File: src/rtl/core/pow2ts_pkg.sv
`timescale 1ns / 1ps

package pow2ts_pkg;

    localparam int EXT_W  = 16;
    localparam int SZ_W   = 17;
    localparam int CFG_W  = 16;
    localparam int IDX_W  = 6;
    localparam int ADDR_W = 3;

    localparam logic [ADDR_W-1:0] REG_MIN_W   = 3'd0;
    localparam logic [ADDR_W-1:0] REG_MAX_W   = 3'd1;
    localparam logic [ADDR_W-1:0] REG_MIN_H   = 3'd2;
    localparam logic [ADDR_W-1:0] REG_MAX_H   = 3'd3;
    localparam logic [ADDR_W-1:0] REG_SINGLE  = 3'd4;

    localparam logic [CFG_W-1:0] MIN_RESET = 16'd1;
    localparam logic [CFG_W-1:0] MAX_RESET = 16'd65535;

    typedef struct packed {
        logic load;
        logic round_step;
        logic scan_step;
        logic merge;
        logic shift_step;
        logic emit_hi;
        logic emit_lo;
        logic emit_err;
    } dp_cmd_t;

    typedef struct packed {
        logic zero_err;
        logic round_done;
        logic lo_gt_hi;
        logic scan_last;
        logic over;
        logic div_done;
        logic hi_zero;
        logic hi_last;
        logic lo_hit;
        logic lo_last;
        logic out_free;
    } dp_stat_t;

endpackage

File: src/rtl/core/pow2ts_if.sv
`timescale 1ns / 1ps

interface pow2ts_in_if;
    import pow2ts_pkg::*;

    logic             valid;
    logic             ready;
    logic [EXT_W-1:0] extent;
    logic             axis;

    modport source (output valid, output extent, output axis, input ready);
    modport sink (input valid, input extent, input axis, output ready);
endinterface

interface pow2ts_out_if;
    import pow2ts_pkg::*;

    logic             valid;
    logic             ready;
    logic [SZ_W-1:0]  tile_size;
    logic [IDX_W-1:0] tile_index;
    logic             last;
    logic             error;

    modport source (output valid, output tile_size, output tile_index, output last,
                    output error, input ready);
    modport sink (input valid, input tile_size, input tile_index, input last,
                  input error, output ready);
endinterface

File: src/rtl/core/pow2_tile_size_splitter_unit.sv
`timescale 1ns / 1ps
// channel   dir   fields                                  handshake
// req       in    extent[15:0], axis                      valid / ready
// tile      out   tile_size[16:0], tile_index[5:0],       valid / ready
//                 last, error
// cfg       in    cfg_addr[2:0], cfg_data[15:0]           cfg_we
//
// one item at a time: limit rounding, a check, a scan over the extent bits, a merge, a
// shift that counts maximum-size tiles, then the maximum-size tiles, a step below the
// maximum and a walk down the bits above the smallest tile; errors come early.
// reset puts the limit registers at their defaults; there is no memory to clear.
// words leave through an output register; a stalled tile.ready holds the sequencer's emit states,
// and req.ready rises again once the final word sits in the output register.

module pow2_tile_size_splitter_unit #(
    parameter int MAX_BLOCKS  = 64,
    parameter int EXTENT_BITS = 16
) (
    input  logic                          clk,
    input  logic                          rst_n,
    input  logic                          cfg_we,
    input  logic [pow2ts_pkg::ADDR_W-1:0] cfg_addr,
    input  logic [pow2ts_pkg::CFG_W-1:0]  cfg_data,
    pow2ts_in_if.sink                     req,
    pow2ts_out_if.source                  tile
);
    import pow2ts_pkg::*;

    dp_cmd_t  cmd;
    dp_stat_t stat;
    logic     ctrl_ready;

    assign req.ready = ctrl_ready;

    pow2ts_ctrl u_ctrl (
        .clk   (clk),
        .rst_n (rst_n),
        .start (req.valid),
        .ready (ctrl_ready),
        .stat  (stat),
        .cmd   (cmd)
    );

    pow2ts_dp #(
        .MAX_BLOCKS  (MAX_BLOCKS),
        .EXTENT_BITS (EXTENT_BITS)
    ) u_dp (
        .clk      (clk),
        .rst_n    (rst_n),
        .cfg_we   (cfg_we),
        .cfg_addr (cfg_addr),
        .cfg_data (cfg_data),
        .extent   (req.extent),
        .axis     (req.axis),
        .cmd      (cmd),
        .stat     (stat),
        .tile     (tile)
    );

`ifndef NO_ASSERTIONS
    a_cmd_single: assert property (@(posedge clk) disable iff (!rst_n)
        $onehot0(cmd))
        else $error("more than one datapath command in a cycle");

    a_err_word: assert property (@(posedge clk) disable iff (!rst_n)
        tile.valid && tile.error |-> tile.last && (tile.tile_size == '0))
        else $error("error word is not a closing zero-size word");

    a_size_pow2: assert property (@(posedge clk) disable iff (!rst_n)
        tile.valid && !tile.error |-> $onehot(tile.tile_size))
        else $error("tile size is not a power of two");

    a_one_item: assert property (@(posedge clk) disable iff (!rst_n)
        req.valid && req.ready |=> !req.ready && cmd.load == 1'b0)
        else $error("second item taken while one is in work");
`endif

endmodule

File: src/rtl/core/pow2ts_ctrl.sv
`timescale 1ns / 1ps

module pow2ts_ctrl (
    input  logic                 clk,
    input  logic                 rst_n,
    input  logic                 start,
    output logic                 ready,
    input  pow2ts_pkg::dp_stat_t stat,
    output pow2ts_pkg::dp_cmd_t  cmd
);
    import pow2ts_pkg::*;

    typedef enum logic [8:0] {
        S_IDLE    = 9'b000000001,
        S_ROUND   = 9'b000000010,
        S_CHECK   = 9'b000000100,
        S_SCAN    = 9'b000001000,
        S_MERGE   = 9'b000010000,
        S_SHIFT   = 9'b000100000,
        S_EMIT_HI = 9'b001000000,
        S_EMIT_LO = 9'b010000000,
        S_ERR     = 9'b100000000
    } state_t;

    state_t state_reg;
    state_t state_next;

    assign ready = (state_reg == S_IDLE);

    always_comb
    begin
        state_next = state_reg;
        cmd        = '0;
        case (state_reg)
            S_IDLE:
            begin
                if (start)
                begin
                    cmd.load   = 1'b1;
                    state_next = S_ROUND;
                end
            end
            S_ROUND:
            begin
                if (stat.zero_err)
                    state_next = S_ERR;
                else if (stat.round_done)
                    state_next = S_CHECK;
                else
                    cmd.round_step = 1'b1;
            end
            S_CHECK:
            begin
                state_next = stat.lo_gt_hi ? S_ERR : S_SCAN;
            end
            S_SCAN:
            begin
                cmd.scan_step = 1'b1;
                if (stat.scan_last)
                    state_next = S_MERGE;
            end
            S_MERGE:
            begin
                if (stat.over)
                    state_next = S_ERR;
                else
                begin
                    cmd.merge  = 1'b1;
                    state_next = S_SHIFT;
                end
            end
            S_SHIFT:
            begin
                if (stat.div_done)
                    state_next = S_EMIT_HI;
                else
                    cmd.shift_step = 1'b1;
            end
            S_EMIT_HI:
            begin
                if (stat.hi_zero)
                    state_next = S_EMIT_LO;
                else if (stat.out_free)
                begin
                    cmd.emit_hi = 1'b1;
                    if (stat.hi_last)
                        state_next = S_IDLE;
                end
            end
            S_EMIT_LO:
            begin
                if (stat.out_free)
                begin
                    cmd.emit_lo = 1'b1;
                    if (stat.lo_hit && stat.lo_last)
                        state_next = S_IDLE;
                end
            end
            S_ERR:
            begin
                if (stat.out_free)
                begin
                    cmd.emit_err = 1'b1;
                    state_next   = S_IDLE;
                end
            end
            default:
            begin
                state_next = S_IDLE;
            end
        endcase
    end

    always_ff @(posedge clk or negedge rst_n)
    begin
        if (!rst_n)
            state_reg <= S_IDLE;
        else
            state_reg <= state_next;
    end

endmodule

File: src/rtl/core/pow2ts_dp.sv
`timescale 1ns / 1ps

module pow2ts_dp #(
    parameter int MAX_BLOCKS  = 64,
    parameter int EXTENT_BITS = 16
) (
    input  logic                                  clk,
    input  logic                                  rst_n,
    input  logic                                  cfg_we,
    input  logic [pow2ts_pkg::ADDR_W-1:0]         cfg_addr,
    input  logic [pow2ts_pkg::CFG_W-1:0]          cfg_data,
    input  logic [pow2ts_pkg::EXT_W-1:0]          extent,
    input  logic                                  axis,
    input  pow2ts_pkg::dp_cmd_t                   cmd,
    output pow2ts_pkg::dp_stat_t                  stat,
    pow2ts_out_if.source                          tile
);
    import pow2ts_pkg::*;

    localparam int SCAN_BITS = (EXTENT_BITS < EXT_W) ? EXTENT_BITS : EXT_W;
    localparam logic [EXT_W:0]   ONE_X    = 1;
    localparam logic [EXT_W-1:0] EXT_MASK = EXT_W'((ONE_X << SCAN_BITS) - ONE_X);
    localparam int CNT_W = $clog2(MAX_BLOCKS + 2);
    localparam logic [CNT_W-1:0] CNT_MAX = CNT_W'(MAX_BLOCKS);
    localparam logic [CNT_W-1:0] CNT_SAT = CNT_W'(MAX_BLOCKS + 1);
    localparam logic [SZ_W-1:0]  ONE_S   = 1;

    // configuration registers
    logic [CFG_W-1:0] min_w_reg, max_w_reg, min_h_reg, max_h_reg;
    logic             single_cfg_reg;

    // per-item working registers
    logic [EXT_W-1:0] ext_reg;
    logic [CFG_W-1:0] lo_lim_reg, hi_lim_reg;
    logic             single_reg;
    logic [SZ_W-1:0]  lo_reg, hi_reg, p_reg, weight_reg, small_top_reg;
    logic [SZ_W-1:0]  w_reg, r_reg, d_reg;
    logic [CNT_W-1:0] cnt_reg;
    logic             small_any_reg, small_two_reg;
    logic [IDX_W-1:0] idx_reg;

    // output register
    logic             out_valid_reg;
    logic [SZ_W-1:0]  out_size_reg;
    logic [IDX_W-1:0] out_idx_reg;
    logic             out_last_reg;
    logic             out_err_reg;

    logic [SZ_W-1:0]  ext_x;
    logic [SZ_W-1:0]  hi_dbl;
    logic             bit_set;
    logic [SZ_W:0]    cnt_sum;
    logic             merge_go;
    logic [SZ_W-1:0]  tail;
    logic [SZ_W-1:0]  w_new;
    logic             out_load;

    assign ext_x   = SZ_W'(ext_reg);
    assign hi_dbl  = hi_reg << 1;
    assign bit_set = |(ext_x & p_reg);
    assign cnt_sum = (SZ_W+1)'(cnt_reg) + (SZ_W+1)'(weight_reg);

    // tail of small tiles collapses into one; a carry ripples up through set bits
    assign merge_go = small_any_reg && (!single_reg || small_two_reg);
    assign tail     = single_reg ? (small_top_reg << 1) : lo_reg;
    assign w_new    = merge_go ? ((ext_x & ~(lo_reg - ONE_S)) + tail) : ext_x;

    assign out_load = cmd.emit_hi || cmd.emit_err || (cmd.emit_lo && stat.lo_hit);

    always_comb
    begin
        stat            = '0;
        stat.zero_err   = (ext_reg == '0) || (lo_lim_reg == '0) || (hi_lim_reg == '0);
        stat.round_done = !(lo_reg < SZ_W'(lo_lim_reg)) && !(hi_dbl <= SZ_W'(hi_lim_reg));
        stat.lo_gt_hi   = lo_reg > hi_reg;
        stat.scan_last  = p_reg[SCAN_BITS-1];
        stat.over       = cnt_reg > CNT_MAX;
        stat.div_done   = d_reg[0];
        stat.hi_zero    = (w_reg == '0);
        stat.hi_last    = (w_reg == ONE_S) && (r_reg == '0);
        stat.lo_hit     = |(r_reg & p_reg);
        stat.lo_last    = ((r_reg & ~p_reg) == '0);
        stat.out_free   = !out_valid_reg || tile.ready;
    end

    always_ff @(posedge clk or negedge rst_n)
    begin
        if (!rst_n)
        begin
            min_w_reg      <= MIN_RESET;
            max_w_reg      <= MAX_RESET;
            min_h_reg      <= MIN_RESET;
            max_h_reg      <= MAX_RESET;
            single_cfg_reg <= 1'b0;
        end
        else if (cfg_we)
        begin
            case (cfg_addr)
                REG_MIN_W:  min_w_reg      <= cfg_data;
                REG_MAX_W:  max_w_reg      <= cfg_data;
                REG_MIN_H:  min_h_reg      <= cfg_data;
                REG_MAX_H:  max_h_reg      <= cfg_data;
                REG_SINGLE: single_cfg_reg <= cfg_data[0];
                default:    ;
            endcase
        end
    end

    always_ff @(posedge clk)
    begin
        if (cmd.load)
        begin
            ext_reg       <= extent & EXT_MASK;
            lo_lim_reg    <= axis ? min_h_reg : min_w_reg;
            hi_lim_reg    <= axis ? max_h_reg : max_w_reg;
            single_reg    <= single_cfg_reg;
            lo_reg        <= ONE_S;
            hi_reg        <= ONE_S;
            p_reg         <= ONE_S;
            weight_reg    <= ONE_S;
            cnt_reg       <= '0;
            small_any_reg <= 1'b0;
            small_two_reg <= 1'b0;
            small_top_reg <= '0;
            idx_reg       <= '0;
        end
        if (cmd.round_step)
        begin
            if (lo_reg < SZ_W'(lo_lim_reg))
                lo_reg <= lo_reg << 1;
            if (hi_dbl <= SZ_W'(hi_lim_reg))
                hi_reg <= hi_dbl;
        end
        if (cmd.scan_step)
        begin
            // bits above the maximum count as several maximum tiles
            if (bit_set)
                cnt_reg <= (cnt_sum > (SZ_W+1)'(MAX_BLOCKS)) ? CNT_SAT : cnt_sum[CNT_W-1:0];
            if (p_reg >= hi_reg)
                weight_reg <= weight_reg << 1;
            if (bit_set && (p_reg < lo_reg))
            begin
                small_two_reg <= small_any_reg;
                small_any_reg <= 1'b1;
                small_top_reg <= p_reg;
            end
            p_reg <= p_reg << 1;
        end
        if (cmd.merge)
        begin
            w_reg <= w_new;
            r_reg <= w_new & (hi_reg - ONE_S);
            d_reg <= hi_reg;
            p_reg <= hi_reg >> 1;
        end
        if (cmd.shift_step)
        begin
            w_reg <= w_reg >> 1;
            d_reg <= d_reg >> 1;
        end
        if (cmd.emit_hi)
        begin
            w_reg   <= w_reg - ONE_S;
            idx_reg <= idx_reg + 1'b1;
        end
        if (cmd.emit_lo)
        begin
            p_reg <= p_reg >> 1;
            if (stat.lo_hit)
            begin
                r_reg   <= r_reg & ~p_reg;
                idx_reg <= idx_reg + 1'b1;
            end
        end
    end

    always_ff @(posedge clk or negedge rst_n)
    begin
        if (!rst_n)
            out_valid_reg <= 1'b0;
        else if (out_load)
            out_valid_reg <= 1'b1;
        else if (tile.ready)
            out_valid_reg <= 1'b0;
    end

    always_ff @(posedge clk)
    begin
        if (out_load)
        begin
            if (cmd.emit_err)
            begin
                out_size_reg <= '0;
                out_idx_reg  <= '0;
                out_last_reg <= 1'b1;
                out_err_reg  <= 1'b1;
            end
            else if (cmd.emit_hi)
            begin
                out_size_reg <= hi_reg;
                out_idx_reg  <= idx_reg;
                out_last_reg <= stat.hi_last;
                out_err_reg  <= 1'b0;
            end
            else
            begin
                out_size_reg <= p_reg;
                out_idx_reg  <= idx_reg;
                out_last_reg <= stat.lo_last;
                out_err_reg  <= 1'b0;
            end
        end
    end

    assign tile.valid      = out_valid_reg;
    assign tile.tile_size  = out_size_reg;
    assign tile.tile_index = out_idx_reg;
    assign tile.last       = out_last_reg;
    assign tile.error      = out_err_reg;

endmodule
File: src/flat_wrapper.sv
// flat-port wrapper written by rule: the top's interface ports become plain ports
module pow2_tile_size_splitter_unit_flat import pow2ts_pkg::*;
#(
    parameter int MAX_BLOCKS  = 64,
    parameter int EXTENT_BITS = 16
)
  (clk, rst_n, cfg_we, cfg_addr, cfg_data, req_valid, req_extent, req_axis, req_ready, tile_valid, tile_tile_size, tile_tile_index, tile_last, tile_error, tile_ready);
  pow2ts_in_if req_i ();
  pow2ts_out_if tile_i ();
  input  logic clk;
  input  logic rst_n;
  input  logic cfg_we;
  input  logic [pow2ts_pkg::ADDR_W-1:0] cfg_addr;
  input  logic [pow2ts_pkg::CFG_W-1:0] cfg_data;
  input wire logic [$bits(req_i.valid)-1:0] req_valid;
  input wire logic [$bits(req_i.extent)-1:0] req_extent;
  input wire logic [$bits(req_i.axis)-1:0] req_axis;
  output wire logic [$bits(req_i.ready)-1:0] req_ready;
  output wire logic [$bits(tile_i.valid)-1:0] tile_valid;
  output wire logic [$bits(tile_i.tile_size)-1:0] tile_tile_size;
  output wire logic [$bits(tile_i.tile_index)-1:0] tile_tile_index;
  output wire logic [$bits(tile_i.last)-1:0] tile_last;
  output wire logic [$bits(tile_i.error)-1:0] tile_error;
  input wire logic [$bits(tile_i.ready)-1:0] tile_ready;
  assign req_i.valid = req_valid;
  assign req_i.extent = req_extent;
  assign req_i.axis = req_axis;
  assign req_ready = req_i.ready;
  assign tile_valid = tile_i.valid;
  assign tile_tile_size = tile_i.tile_size;
  assign tile_tile_index = tile_i.tile_index;
  assign tile_last = tile_i.last;
  assign tile_error = tile_i.error;
  assign tile_i.ready = tile_ready;
  pow2_tile_size_splitter_unit #(.MAX_BLOCKS(MAX_BLOCKS), .EXTENT_BITS(EXTENT_BITS)) u_core (.clk(clk), .rst_n(rst_n), .cfg_we(cfg_we), .cfg_addr(cfg_addr), .cfg_data(cfg_data), .req(req_i), .tile(tile_i));
endmodule
File: config.mk
export PLATFORM = sky130hd
export DESIGN_NAME = pow2_tile_size_splitter_unit_flat
export DESIGN_NICKNAME = d
export VERILOG_FILES = /design/src/rtl/core/pow2ts_pkg.sv /design/src/rtl/core/pow2ts_if.sv /design/src/rtl/core/pow2_tile_size_splitter_unit.sv /design/src/rtl/core/pow2ts_ctrl.sv /design/src/rtl/core/pow2ts_dp.sv /design/src/flat_wrapper.sv
export SDC_FILE = /design/constraint.sdc
export NUM_CORES = 1
export LEC_CHECK = 0
export BUFFER_PORTS_ARGS = -buffer_cell sky130_fd_sc_hd__buf_2
export CORE_AREA = 2 2 181 183
export DETAILED_ROUTE_END_ITERATION = 10
export DIE_AREA = 0 0 183 185
export GPL_TIMING_DRIVEN = 0
export PLACE_DENSITY = 0.74
export SKIP_CTS_REPAIR_TIMING = 1
export SYNTH_ARGS = -nofsm -noshare
export SYNTH_HDL_FRONTEND = slang
export SYNTH_SLANG_ARGS = --single-unit
File: constraint.sdc
create_clock -name clk -period 3.62 [get_ports clk]
set_input_delay 0.181 -clock clk [delete_from_list [all_inputs] [get_ports clk]]
set_output_delay 0.181 -clock clk [all_outputs]
set_load 0.01 [all_outputs]
### After elaboration in Yosys (flattened, before gate mapping)

Index checks and enable logic that the tools add are counted.

| cells by class | value |
|---|---|
| equality and inequality tests | 23 |
| $lt $le $gt $ge | 7 |
| reduce and logical (&&, ||, !) cells | 37 |
| add/subtract/negate cells | 6 |
| multiplexer cells | 76 |
| bitwise logic cells | 7 |

Operators by type and width:

| cell | count |
|---|---|
| $mux 17 | 23 |
| $mux 9 | 13 |
| $mux 16 | 6 |
| $pmux 9 s9 | 1 |
| $and 17x17->17 | 3 |
| $logic_not 17->1 | 3 |
| $sub 17x1->17 const B | 3 |
| $logic_not 16->1 | 3 |
| $and 16x17->17 | 2 |
| $not 17->17 | 2 |
| $reduce_or 17->1 | 2 |
| $mux 7 | 4 |
| $mux 1 | 25 |
| $mux 6 | 4 |
| $add 7x17->18 | 1 |
| $gt 18x7->1 const B | 1 |
| $add 17x17->17 | 1 |
| $eq 17x1->1 const B | 1 |
| $ge 17x17->1 | 1 |
| $gt 17x17->1 | 1 |
| $le 17x16->1 | 1 |
| $lt 17x16->1 | 1 |
| $lt 17x17->1 | 1 |
| $reduce_and 2->1 | 5 |
| 26 further kinds | 48 |

| word-level totals | value |
|---|---|
| bits in registers | 300 |
| output and inout port bits | 27 |
| word-level logic and storage cells | 185 |
| input bits | 41 |

### Logic depth before layout (Yosys ltp)

| logic depth | value |
|---|---|
| depth in word-level cells | 9 |
| mapped depth | 15 |
| depth with buffers taken out | 15 |

### Hierarchy

From an unflattened synthesis, not the netlist that was laid out.

| second synthesis, totals | value |
|---|---|
| cells, all modules | 1,615 |
| area total of the unflattened synthesis | 16,610.9 um^2 |

By module, submodules not included:

| module | times used | seq. area each (um^2) | area each (um^2) | cells each |
|---|---|---|---|---|
| pow2ts_dp | 1 | 7,409.6 | 15,932.8 | 1,535 |
| pow2ts_ctrl | 1 | 226.5 | 678.2 | 80 |

### Least setup slack after synthesis

Ideal clock, no wire load.

| timing | value |
|---|---|
| path type | register -> register |
| start point | register u_core.u_dp.lo_reg[6] |
| end point | register u_core.u_dp.w_reg[15], data pin |
| clock period less this slack | 3.507 ns |
| arrival time | 3.241 ns |
| path slack | 0.113 ns |
| required time | 3.354 ns |
| cell stages (with the launch flop) | 15 |
| path buffers | 0 |
| setup time | 0.266 ns |
| cells stage by stage | dfxtp_1 or4_4 nor4_4 nand3_2 or3_4 nor2_1 xnor2_1 and2_1 ha_1 inv_1 or3_1 a21oi_1 mux2i_1 o311a_1 a21oi_1 |

| between the ends | value |
|---|---|
| longest elaborated chain between the ends | 8 |
| elaborated cells between the ends (all ways) | 9 |
| classes of those cells | 2 x add/sub; 5 x mux; 2 x bitwise |

Ends and longest elaborated chain:

| element | line | source |
|---|---|---|
| start: declaration | pow2ts_dp.sv:36 | `logic [SZ_W-1:0] lo_reg, hi_reg, p_reg, weight_reg, small_top_reg;` |
| start signal: assignment | pow2ts_dp.sv:130 | `lo_reg <= lo_reg << 1;` |
| $sub 17x1->17 | pow2ts_dp.sv:66 | `assign w_new = merge_go ? ((ext_x & ~(lo_reg - ONE_S)) + tail) : ext_x;` |
| $not 17->17 | pow2ts_dp.sv:66 |  |
| $and 16x17->17 | pow2ts_dp.sv:66 |  |
| $add 17x17->17 (*) | pow2ts_dp.sv:66 |  |
| $mux 17 (*) | pow2ts_dp.sv:66 |  |
| $mux 17 (*) | pow2ts_dp.sv:149 | `if (cmd.merge)` |
| $mux 17 (*) | pow2ts_dp.sv:156 | `if (cmd.shift_step)` |
| $mux 17 (*) | pow2ts_dp.sv:161 | `if (cmd.emit_hi)` |
| end signal: assignment | pow2ts_dp.sv:151 | `w_reg <= w_new;` |
| end signal: assignment | pow2ts_dp.sv:158 | `w_reg <= w_reg >> 1;` |
| end signal: assignment | pow2ts_dp.sv:163 | `w_reg <= w_reg - ONE_S;` |
| end: declaration | pow2ts_dp.sv:37 | `logic [SZ_W-1:0] w_reg, r_reg, d_reg;` |

Mark *: on every way between the ends. The rest lies on a longest branch, timed or not. The select of a mux whose other input is x is not followed.
A chain may end at the register's enable or synchronous reset.

### Final worst setup path

| timing | value |
|---|---|
| start point | register u_core.u_dp.lo_reg[4] |
| end point | register u_core.u_dp.w_reg[15], data pin |

Same word-level chain as after synthesis.

==> flow_metrics.env <==
export IMPL_outcome="complete, but fails checks"
export IMPL_violations="hold timing, setup timing"
export IMPL_synth_cells=1739
export IMPL_ant_nets=0
export IMPL_start_kind="flop"
export IMPL_die_area_um2=33900
export IMPL_ys_top_cells_by_count="nand2_1 (205), edfxtp_1 (123), o21ai_0 (114)"
export IMPL_switchingPower_uw=4950
export IMPL_tightest_slew_ns=1.15
export IMPL_start_util=0.538
export IMPL_fp_dieW_um=183
export IMPL_critPathKind="flop to flop"
export IMPL_wl_mm=51.7
export IMPL_grt_pass1_wl_mm=78.2
export IMPL_synth_area_top_cells="edfxtp_1 (21%), dfxtp_1 (12%), ha_1 (7.8%), mux2_2 (6.7%), dfrtp_1 (5.8%)"
export IMPL_avgRoutedWirePerCell_um=22.2
export IMPL_postPlaceCellArea_um2=18100
export IMPL_finClkSkew_ns=0.0321
export IMPL_path_cells="or4_4 > nor4_4 > nand3_2 > or3_4 > nor2_4 > xnor2_2 > and2_4 > ha_4 > inv_2 > or3_4 > a21oi_2 > mux2i_1 > o311a_1 > a21oi_2"
export IMPL_timing_rr_end="u_core.u_dp.w_reg[15]"
export IMPL_rsz0062_at_grt="yes"
export IMPL_drive_gt1_frac=0.201
export IMPL_root_buffer="clkbuf_16"
export IMPL_syn_area_um2=17300
export IMPL_synthSimpleGateAreaFrac=0.158
export IMPL_required_ns=3.89
export IMPL_yosys_warnings=0
export IMPL_synth_adder_area_share=0.0807
export IMPL_synth_top_family_by_area="simple AND/OR/NAND/NOR gates"
export IMPL_hold_viol_final=1
export IMPL_cp_arrival_ns=4.15
export IMPL_crit_fanout=7
export IMPL_numCtsBuffers=36
export IMPL_fin_util=0.627
export IMPL_vias=14715
export IMPL_syn_to_final_growth_pct=16.4
export IMPL_r2r_start="u_core.u_dp.lo_reg[4]"
export IMPL_vias_per_cell=6.33
export IMPL_clk_pin_slew_ns=0.06
export IMPL_p_int_uw=8370
export IMPL_period_needed_ns=3.88
export IMPL_reg2reg_slack_ns=-0.26
export IMPL_slew_viol_final=0
export IMPL_drtIter0Drc=1366
export IMPL_synth_top_area_frac=0.214
export IMPL_synth_compound_area_frac=0.152
export IMPL_timing_hold_ws_ns=-0.0186
export IMPL_p_seq_frac=0.386
export IMPL_syn_mean_instance_area_um2=9.92
export IMPL_grtUsageTotal=0.299
export IMPL_synth_area_leader_cell="edfxtp_1"
export IMPL_overflow=0
export IMPL_cp_slowest_stage_delay_ns=0.55
export IMPL_setup_worst_path_end_class="flop"
export IMPL_ctsLongestPathBuffers=3
export IMPL_place_congestion=0.981
export IMPL_total_power_uw=13300
export IMPL_numClockSinks=299
export IMPL_hold_path_class="input pin to flop"
export IMPL_synth_fp_nets=1890
export IMPL_async_flop_share=0.251
export IMPL_drc=0
export IMPL_grt_antenna_before_repair=0
export IMPL_path_buf_inv=1
export IMPL_crit_start="u_core.u_dp.lo_reg[4]"
export IMPL_port_buffers=66
export IMPL_clk_latency_ns=0.55
export IMPL_ys_seq_elements=299
export IMPL_drt_pass1_iterations=6
export IMPL_vdd_drop_max_mv=0.455
export IMPL_whs_path_depth=3
export IMPL_synth_main_ff_cell="edfxtp_1"
export IMPL_swShare=0.372
export IMPL_seq_area_frac_synth=0.443
export IMPL_p_leak_uw=0.00805
export IMPL_synthXorXnorAreaFrac=0.0259
export IMPL_final_setup_viol_count=6
export IMPL_yosysMostFrequentCell="nand2_1"
export IMPL_muxShareOfSynthArea=0.0980
export IMPL_crit_end="u_core.u_dp.w_reg[15]"
export IMPL_crit_family="simple AND/OR/NAND/NOR gates"
export IMPL_comb_power_share=0.340
export IMPL_clock_power_share=0.274
export IMPL_synth_cell_type_count=88
export IMPL_cp_depth=14
export IMPL_synth_edf_count=123
export IMPL_fin_setup_tns_ns=-0.629
export IMPL_fin_ws_ns=-0.258
export IMPL_io_pin_count=68
export IMPL_final_area_um2=20100
export IMPL_relSlewSlack=0.234
export IMPL_cp_slowest_cell="or4_4"
export IMPL_fmax_ghz=0.258
export IMPL_die_h_um=185
export IMPL_grt_pass1_vias=13839
export IMPL_antennaDiodeCount=0
export IMPL_cap_violations=0
export IMPL_p_per_area_nw_per_um2=663
export IMPL_std_cell_rows=66
export IMPL_fp_coreArea_um2=32000
export IMPL_r2r_cells=14
export IMPL_cts_tree="done"
export IMPL_dpl_hpwl_mm=37.0
export IMPL_layout_nets=2040
export IMPL_fin_crit_sh=1.07
export IMPL_grt_max_degree=66
export IMPL_h_tree_depth=2
-- worst min path at each step --
stage	endpoint	start
CTS	u_core.u_ctrl.state_reg[8]	rst_n
global placement	u_core.u_dp.ext_reg[6]	req_extent[6]
detailed placement	u_core.u_ctrl.state_reg[1]	rst_n
global route	u_core.u_dp.single_cfg_reg	cfg_addr[2]
floorplan	u_core.u_ctrl.state_reg[1]	rst_n
finish	u_core.u_dp.single_cfg_reg	cfg_addr[2]
-- metal layers --
metal / vias to the layer above / track usage / wire [um]
met5: - / 0 / 0
met4: 0 / 0.160 / 3120
met3: 188 / 0.0582 / 4780
met2: 768 / 0.469 / 23000
met1: 7031 / 0.393 / 20800
li1: 6728 / - / -
-- area by class of cell --
cell class | count | area, um2
clock buffer | 42 | 965
sequential | 299 | 7650
buffer | 80 | 344
multi-input combinational | 1256 | 9190
fill | 2615 | 12000
tap | 408 | 510
clock inverter | 24 | 234
timing repair buffer | 113 | 805
inverter | 103 | 389
-- logic make-up (layout without fill, tap and decap cells) --
| family | Yosys count | count (layout) |
|---|---|---|
| AOI/OAI and AO/OA | 403 | 403 |
| DFF | 299 | 299 |
| and+or+nand+nor | 536 | 536 |
| buffers and inverters | 184 | 362 |
| muxes | 156 | 156 |
| xor gates and xnor gates | 51 | 51 |
| adders and majority gates | 110 | 110 |
-- worst register-to-register path: cells and delay by family, from the launching register on --
family | cells | cell delay (ns)
simple gates | 7 | 2.09
xor+xnor | 1 | 0.11
mux | 1 | 0.20
fa+ha+maj | 1 | 0.30
buf+inv | 1 | 0.04
compound gates | 3 | 0.52
flops | 1 | 0.35
-- cells in the final DEF, fill, tap and decap left out, drive strengths merged, types with 9 or more instances in the layout --
master	count
nand3	53
o21ai	118
dfxtp	101
o31ai	30
xnor2	36
dlygate4sd3	33
dfstp	35
nand2b	11
nor4	31
nor2b	21
a22oi	24
a31oi	14
nor2	69
ha	108
dfrtp	40
and3	13
buf	107
a21o	21
a211oi	13
nand2	208
o211ai	12
clkinv	17
nand4	36
xor2	15
mux2i	53
edfxtp	123
clkbuf	95
inv	102
o22ai	9
a21oi	82
and2	26
mux2	103
nor3	30
-- power groups by stage --
stage	Clock, uW	Combinational (uW)	Sequential [uW]
after floorplan	0	3010	4780
after global placement	0	3910	5120
after detailed placement	0	4070	5120
after CTS	3670	4110	5060
after global routing	3810	4950	5170
final	3650	4530	5140
-- per-stage QoR --
step           hold WS, ns  setup WS [ns]  std cells
6_report           -0.0186         -0.258       2325
2_1_floorplan       -0.115          0.113       1739
4_1_cts             -0.490         -0.443       2281
5_1_grt            0.00620         -0.356       2325
3_5_place_dp        0.0592         -0.415       2215
3_3_place_gp         0.358         -0.714       2213
(Power assumes the default switching activity.)
